### config.mk
export PLATFORM = sky130hd
export DESIGN_NAME = saq_queue
export DESIGN_NICKNAME = d
export VERILOG_FILES = /design/src/rtl/saq_pkg.sv /design/src/rtl/saq_queue.sv
export SDC_FILE = /design/constraint.sdc
export NUM_CORES = 2
export LEC_CHECK = 0
export BUFFER_PORTS_ARGS = -buffer_cell sky130_fd_sc_hd__buf_2
export CAP_MARGIN = 40
export CORE_ASPECT_RATIO = 0.7
export CORE_UTILIZATION = 65
export DETAILED_ROUTE_END_ITERATION = 6
export PLACE_DENSITY = 0.84
export RECOVER_POWER = 50
export REMOVE_ABC_BUFFERS = 1
export SLEW_MARGIN = 25
export SYNTH_ARGS = -nofsm -noshare
export SYNTH_HDL_FRONTEND = slang
export SYNTH_SLANG_ARGS = --single-unit
### constraint.sdc
create_clock -name clk -period 45.2 [get_ports clk]
set_clock_uncertainty 0.1 [all_clocks]
set_input_delay 11.3 -clock clk [delete_from_list [all_inputs] [get_ports clk]]
set_output_delay 11.3 -clock clk [all_outputs]
set_load 0.02 [all_outputs]
### src/rtl/saq_pkg.sv
package saq_pkg;

    localparam int ISQ_STEPS = 32;
    localparam int ISQ_TOP   = 2 * ISQ_STEPS - 2;
    localparam int DIV_STEPS = 15;
    localparam int QV_W      = 35;

    localparam logic [15:0] ONE_Q14 = 16'd16384;

    localparam logic [1:0] PATH_GENERAL   = 2'd0;
    localparam logic [1:0] PATH_IDENTITY  = 2'd1;
    localparam logic [1:0] PATH_FALLBACK  = 2'd2;
    localparam logic [1:0] PATH_GENERATED = 2'd3;

    typedef logic signed [QV_W-1:0] qv_t;

    typedef struct packed {
        logic signed [15:0] x;
        logic signed [15:0] y;
        logic signed [15:0] z;
    } axis_t;

    typedef struct packed {
        logic        ident;
        logic [1:0]  path;
        logic [63:0] p;
        qv_t         dot;
        qv_t         qx;
        qv_t         qy;
        qv_t         qz;
    } q_item_t;

    typedef struct packed {
        logic [63:0] x;
        logic [63:0] r;
    } isq_t;

    // One digit of the bitwise integer square root.
    function automatic isq_t isq_step(input logic [63:0] x, input logic [63:0] r,
                                      input logic [63:0] bitv);
        isq_t        s;
        logic [63:0] t;
        t = r + bitv;
        if (x >= t)
        begin
            s.x = x - t;
            s.r = (r >> 1) + bitv;
        end
        else
        begin
            s.x = x;
            s.r = r >> 1;
        end
        return s;
    endfunction

endpackage

### src/rtl/saq_queue.sv
module saq_queue
    import saq_pkg::*;
#(
    parameter int DEPTH = 8
)
(
    input  logic                         clk,
    input  logic                         rst_n,
    input  logic                         push,
    input  q_item_t                      push_item,
    input  logic                         pop,
    output q_item_t                      rd_item,
    output logic [$clog2(DEPTH+1)-1:0]   count,
    output logic                         empty
);

    localparam int AW    = (DEPTH > 1) ? $clog2(DEPTH) : 1;
    localparam int CNT_W = $clog2(DEPTH + 1);

    q_item_t          mem [DEPTH];
    logic [AW-1:0]    wr_ptr_reg, wr_ptr_next;
    logic [AW-1:0]    rd_ptr_reg, rd_ptr_next;
    logic [CNT_W-1:0] count_reg, count_next;

    always_comb
    begin
        wr_ptr_next = wr_ptr_reg;
        rd_ptr_next = rd_ptr_reg;
        count_next  = count_reg;
        if (push)
        begin
            wr_ptr_next = (wr_ptr_reg == AW'(DEPTH - 1)) ? '0 : wr_ptr_reg + 1'b1;
        end
        if (pop)
        begin
            rd_ptr_next = (rd_ptr_reg == AW'(DEPTH - 1)) ? '0 : rd_ptr_reg + 1'b1;
        end
        if (push && !pop)
        begin
            count_next = count_reg + 1'b1;
        end
        else if (pop && !push)
        begin
            count_next = count_reg - 1'b1;
        end
    end

    always_ff @(posedge clk or negedge rst_n)
    begin
        if (!rst_n)
        begin
            wr_ptr_reg <= '0;
            rd_ptr_reg <= '0;
            count_reg  <= '0;
        end
        else
        begin
            wr_ptr_reg <= wr_ptr_next;
            rd_ptr_reg <= rd_ptr_next;
            count_reg  <= count_next;
        end
    end

    always_ff @(posedge clk)
    begin
        if (push)
        begin
            mem[wr_ptr_reg] <= push_item;
        end
    end

    always_ff @(posedge clk)
    begin
        if (pop)
        begin
            rd_item <= mem[rd_ptr_reg];
        end
    end

    assign count = count_reg;
    assign empty = (count_reg == '0);

endmodule

# Yosys cells after proc, flatten, opt, wreduce, memory -nomap -nowiden
# Memory sizes are Yosys's and may differ from the RTL's. A register that Yosys moved wholly into a read port is not among the register bits.
# Cells that the tools add are included.
[word_totals]
word_cells = 22
memories = 1
ramBits = 1656
output_inout_bits = 212
register_bits = 10
[classes]
n_eq_ne = 2
muxes = 6
reduce_logical = 6
addsub = 4
[memory_table]
columns = ["memory", "depth", "width", "rd", "rd_ports_with_merged_regs", "write_ports", "line", "text"]
rows = [
  ["mem", 8, 207, 1, 1, 1, "saq_queue.sv:20", "q_item_t mem [DEPTH];"],
]
[ops]
columns = ["operator", "count"]
rows = [
  ["4-bit two-way mux", 2],
  ["3-bit by 1-bit adder with 3-bit output (second input constant)", 2],
  ["3-bit == test (second input constant)", 2],
  ["3-bit two-way mux", 2],
  ["4-bit by 1-bit adder with 4-bit output (second input constant)", 1],
  ["4-bit zero test", 1],
  ["4-bit by 1-bit subtractor with 4-bit output (second input constant)", 1],
  ["1-bit logical AND", 2],
  ["1-bit zero test", 2],
  ["1-bit two-way mux", 2],
  ["2-bit nonzero test", 1],
]

# Longest topological paths before layout
[logic_depth]
word_depth = 4
depth_mapped = 7

# Worst setup path before layout
# Ideal clock, no wire load.
[synth_path]
path_type = "in2reg"
startpoint = "in push"
endpoint = "mem mem[0][0] (netlist bit) (enable)"
path_stages = 2
arrival_time_ns = 25.328
path_slack_ns = 18.744
setup_ns = 1.028
path_cell_list = "nand2b_1 > nor3_1"
[synth_via]
elab_chain_cells = 2
[synth_lines]
columns = ["element", "line", "text"]
rows = [
  ["start, declared", "saq_queue.sv:9", "input logic push,"],
  ["1-bit two-way mux", "saq_queue.sv:66", "if (push)"],
  ["1-bit two-way mux (implied by the code)", "saq_queue.sv:68", "mem[wr_ptr_reg] <= push_item;"],
  ["end, declared", "saq_queue.sv:20", ""],
]
# Every way passes these cells.

# Worst setup path after layout
[layout_path]
startpoint = "in pop"
endpoint = "reg, netlist name rd_item[4]"
[layout_rtl]
columns = ["element", "line", "text"]
rows = [
  ["start, declared", "saq_queue.sv:11", "input logic pop,"],
]
# No word-level cell between the ends.

==> flow_summary.rst <==
.. list-table::
   :header-rows: 1

   * - Metric
     - Value
   * - Area of the core
     - 105000 µm²
   * - Worst hold slack after final layout
     - 484 ps
   * - Pwr/cell area
     - 66.5 nW/µm²
   * - CTS Sinks
     - 1873
   * - Largest fanout of any net on the critical path
     - 62
   * - TritonCTS clock tree
     - done
   * - Final-layout fill cell count
     - 5432
   * - Metal1 wirelength
     - 55100 µm
   * - Wire length per cell after detailed routing
     - 31.8 µm
   * - Total number of H-tree levels
     - 4
   * - Final setup violating endpoints
     - 0
   * - Later-pin clock latency in the skew report
     - 770 ps
   * - Endpoint required time on the critical path
     - 45510 ps
   * - Run status
     - finished, violations left
   * - Initial standard-cell utilization of the core
     - between 60% and 70%
   * - Initial antenna violation count
     - 40
   * - Setup repair after global routing missed its margin
     - false
   * - Cell at the root of the clock tree
     - clkbuf_16
   * - Post-CTS setup-driven buffer insertion count
     - 0
   * - Area added between synthesis and finish
     - 13.1%
   * - Clock-pin slew on the worst setup and hold paths
     - 60 ps
   * - Top sig layer
     - met5
   * - Leading post-synthesis cells by cell area
     - edfxtp_1, mux4_2, mux2_2
   * - Fin crit period
     - 16080 ps
   * - Number of buffers on the longest clock path
     - 3
   * - Post-synth top area share
     - 81.2%
   * - Period Utilization, post-route
     - 35.6%
   * - Number of global-route vias before repair
     - 31912
   * - Detailed placement HPWL
     - 80200 µm
   * - DRT Pass-1 Iters
     - 5
   * - Total via count after detailed routing
     - 30775
   * - Overflow left after global routing
     - 0
   * - Pin count of the biggest net entering global routing
     - about 150
   * - Overall track demand over capacity in global routing
     - between 20% and 30%
   * - Fraction of final layout cells sized beyond drive strength 1
     - a little under a third
   * - Site Rows
     - 99
   * - Max FFs per register
     - ~1700
   * - Post-Syn Area
     - a little under 70000 µm²
   * - Die Y-Extent
     - 274 µm
   * - Max Clk Rate
     - 62.2 MHz
   * - Floorplan die width
     - around 390 µm
   * - Transition time of the tightest slew-check pin
     - 9530 ps
   * - Worst min-delay path category
     - flip-flop to flip-flop
   * - Seq. cell area
     - 56200 µm²
   * - Area of placed instances
     - 73100 µm²
   * - Final setup slack of the worst path
     - 29120 ps
   * - Number of cells upsized or downsized after cts
     - 0
   * - Routed wire length on met2
     - around 80000 µm
   * - Remaining max-slew budget at the tightest pin
     - -536%
   * - Final std cells w/o fill
     - 4768
   * - Global placement routability congestion
     - 0.796
   * - Antenna-violating nets left
     - 0
   * - Total DRC errors in the routed layout
     - 0
   * - Data arrival time of the worst path
     - 16390 ps
   * - Footprint of the multi-input gates
     - approximately 12000 µm²
   * - Hold violation count in the final report
     - 0
   * - Static leakage
     - between 0.02 and 0.025 µW
   * - CP Class
     - input port to flip-flop
   * - Number of hold-repair buffers added at the cts stage
     - 0
   * - Violations in the final reports
     - capacitance limit, slew limit
   * - Worst slack after detailed placement
     - a little over 30000 ps
   * - Worst setup slack for register-to-register paths
     - 30140 ps
   * - Number of slew-limit violations in the final report
     - around 740
   * - Finished Cell Area
     - just under 80000 µm²
   * - DR vias/cell
     - 6.45
   * - 1st-iter DRT viols
     - 3290
   * - Part of the Yosys area used for sequential elements
     - 81.5%
   * - Maximum resistive drop on vdd
     - 0.0451 mV
   * - Main synth FF type
     - edfxtp_1
   * - Element type at the critical path start
     - input port
   * - Setup TNS
     - 0 ps
   * - Yosys Warn Count
     - 0
   * - Cell taking the most area after synthesis
     - edfxtp_1
   * - Setup crit end kind
     - flip-flop
   * - Met3 WL post-DR
     - 12300 µm
   * - TritonCTS Buffers
     - between 150 and 200
   * - Port buffer count
     - 422
   * - Die Footprint
     - 107000 µm²
   * - Average instance area after synthesis
     - roughly 26 µm²
   * - Final wirelength
     - 151000 µm
   * - Final-stage net count
     - 3421
   * - Count of flip-flops with a built-in enable after synthesis
     - between 1500 and 2000
   * - Ports
     - around 420
   * - Distinct cell type count of the synthesized netlist
     - 27
   * - Dpl cells
     - ~4400
   * - Total of max-cap violations
     - 17
   * - Synth Register Bits
     - 1873
   * - Wire length of the first global-routing pass
     - 217000 µm
   * - Share of flip-flops with an asynchronous set or reset
     - 0.534%
   * - Cell count after synthesis
     - ~2700
## worst max-delay path, cell delays in order
cell      delay (ps)
clkbuf_1        3160
buf_4           1060
buf_4            720
## synthesized netlist by cell type, types with 3 or more instances
| library cell | n |
|---|---|
| buf_6 | 28 |
| edfxtp_1 | 1863 |
| clkbuf_1 | 42 |
| mux4_2 | 414 |
| dfrtp_1 | 10 |
| nor2_1 | 8 |
| buf_2 | 30 |
| ha_1 | 7 |
| mux2_2 | 212 |
| nor3_1 | 3 |
| inv_1 | 4 |
| nand2_1 | 5 |
| o21ai_0 | 3 |
| buf_1 | 15 |
| nand3b_1 | 3 |
## path summary, 6_finish.rpt
| path | startpoint | to | cells past startpoint |
|---|---|---|---|
| hold reg to reg | wr_ptr_reg[2]$_DFFE_PN0P_ | wr_ptr_reg[2]$_DFFE_PN0P_ | 1 |
| setup reg to reg | rd_ptr_reg[1]$_DFFE_PN0P_ | rd_item[199]$_DFFE_PP_ | 6 |
| hold / removal | wr_ptr_reg[2]$_DFFE_PN0P_ | wr_ptr_reg[2]$_DFFE_PN0P_ | 1 |
| max in group asynchronous | rst_n | rd_ptr_reg[2]$_DFFE_PN0P_ | 1 |
| setup / recovery | pop | rd_item[4]$_DFFE_PP_ | 3 |
| min in group asynchronous | rst_n | wr_ptr_reg[1]$_DFFE_PN0P_ | 1 |
## layer usage
layer / vias up / track usage (%)
met2: 1585 / 48.0
met5: - / 0
li1: 12567 / -
met3: 285 / 5.77
met1: 16296 / 38.0
met4: 42 / 10.5
## area by class of cell
cell class	count	area share (%)
Sequential cell	1873	72.1
Multi-Input combinational cell	671	15.5
Clock buffer	209	5.62
Timing Repair Buffer	488	3.46
Tap cell	1414	2.27
Clock inverter	85	0.982
Antenna cell	24	0.0771
Inverter	4	0.0193
## power by group
group | internal [µW] | total, µW | switching, µW
Combinational | 683 | 1420 | 734
Clock | 750 | 1360 | 609
Sequential | 2280 | 2400 | 120
Total | 3720 | 5180 | 1460
## cell families after synthesis
kind of cell,after synthesis,share of synthesized area [%]
multiplexers,627,17.0
buffers and inverters,120,1.02
XOR/XNOR,2,0.0254
AND/OR/NAND/NOR,26,0.187
adder cells (fa/ha/maj),8,0.156
flip-flops,1873,81.5
AO/OA/AOI/OAI,8,0.0744
## placed cells by master, fill, tap and decap left out, types with 3 or more instances in the layout
cell,n
mux2_1,59
clkinvlp_4,4
nand3b_1,3
edfxtp_1,1863
diode_2,24
clkinv_4,3
nor2_4,4
clkbuf_1,270
bufinv_16,11
clkinv_1,36
buf_2,212
buf_12,14
buf_16,12
o21ai_0,3
mux4_2,414
buf_6,3
nand2_1,5
nor2_1,4
clkinv_2,22
mux2_2,153
clkinv_8,3
buf_4,17
clkbuf_16,169
inv_6,4
ha_1,7
dfrtp_1,9
inv_1,4
## stage by stage
| step | utilization (%) | total power (µW) |
|---|---|---|
| after floorplan | - | 3890 |
| after global placement | 69.3 | 3690 |
| after detailed placement | 69.9 | 3780 |
| after CTS | 74.8 | 5160 |
| after global routing | 74.4 | 5360 |
| final | 74.5 | 5180 |
Power figures use the tool's default switching activity.
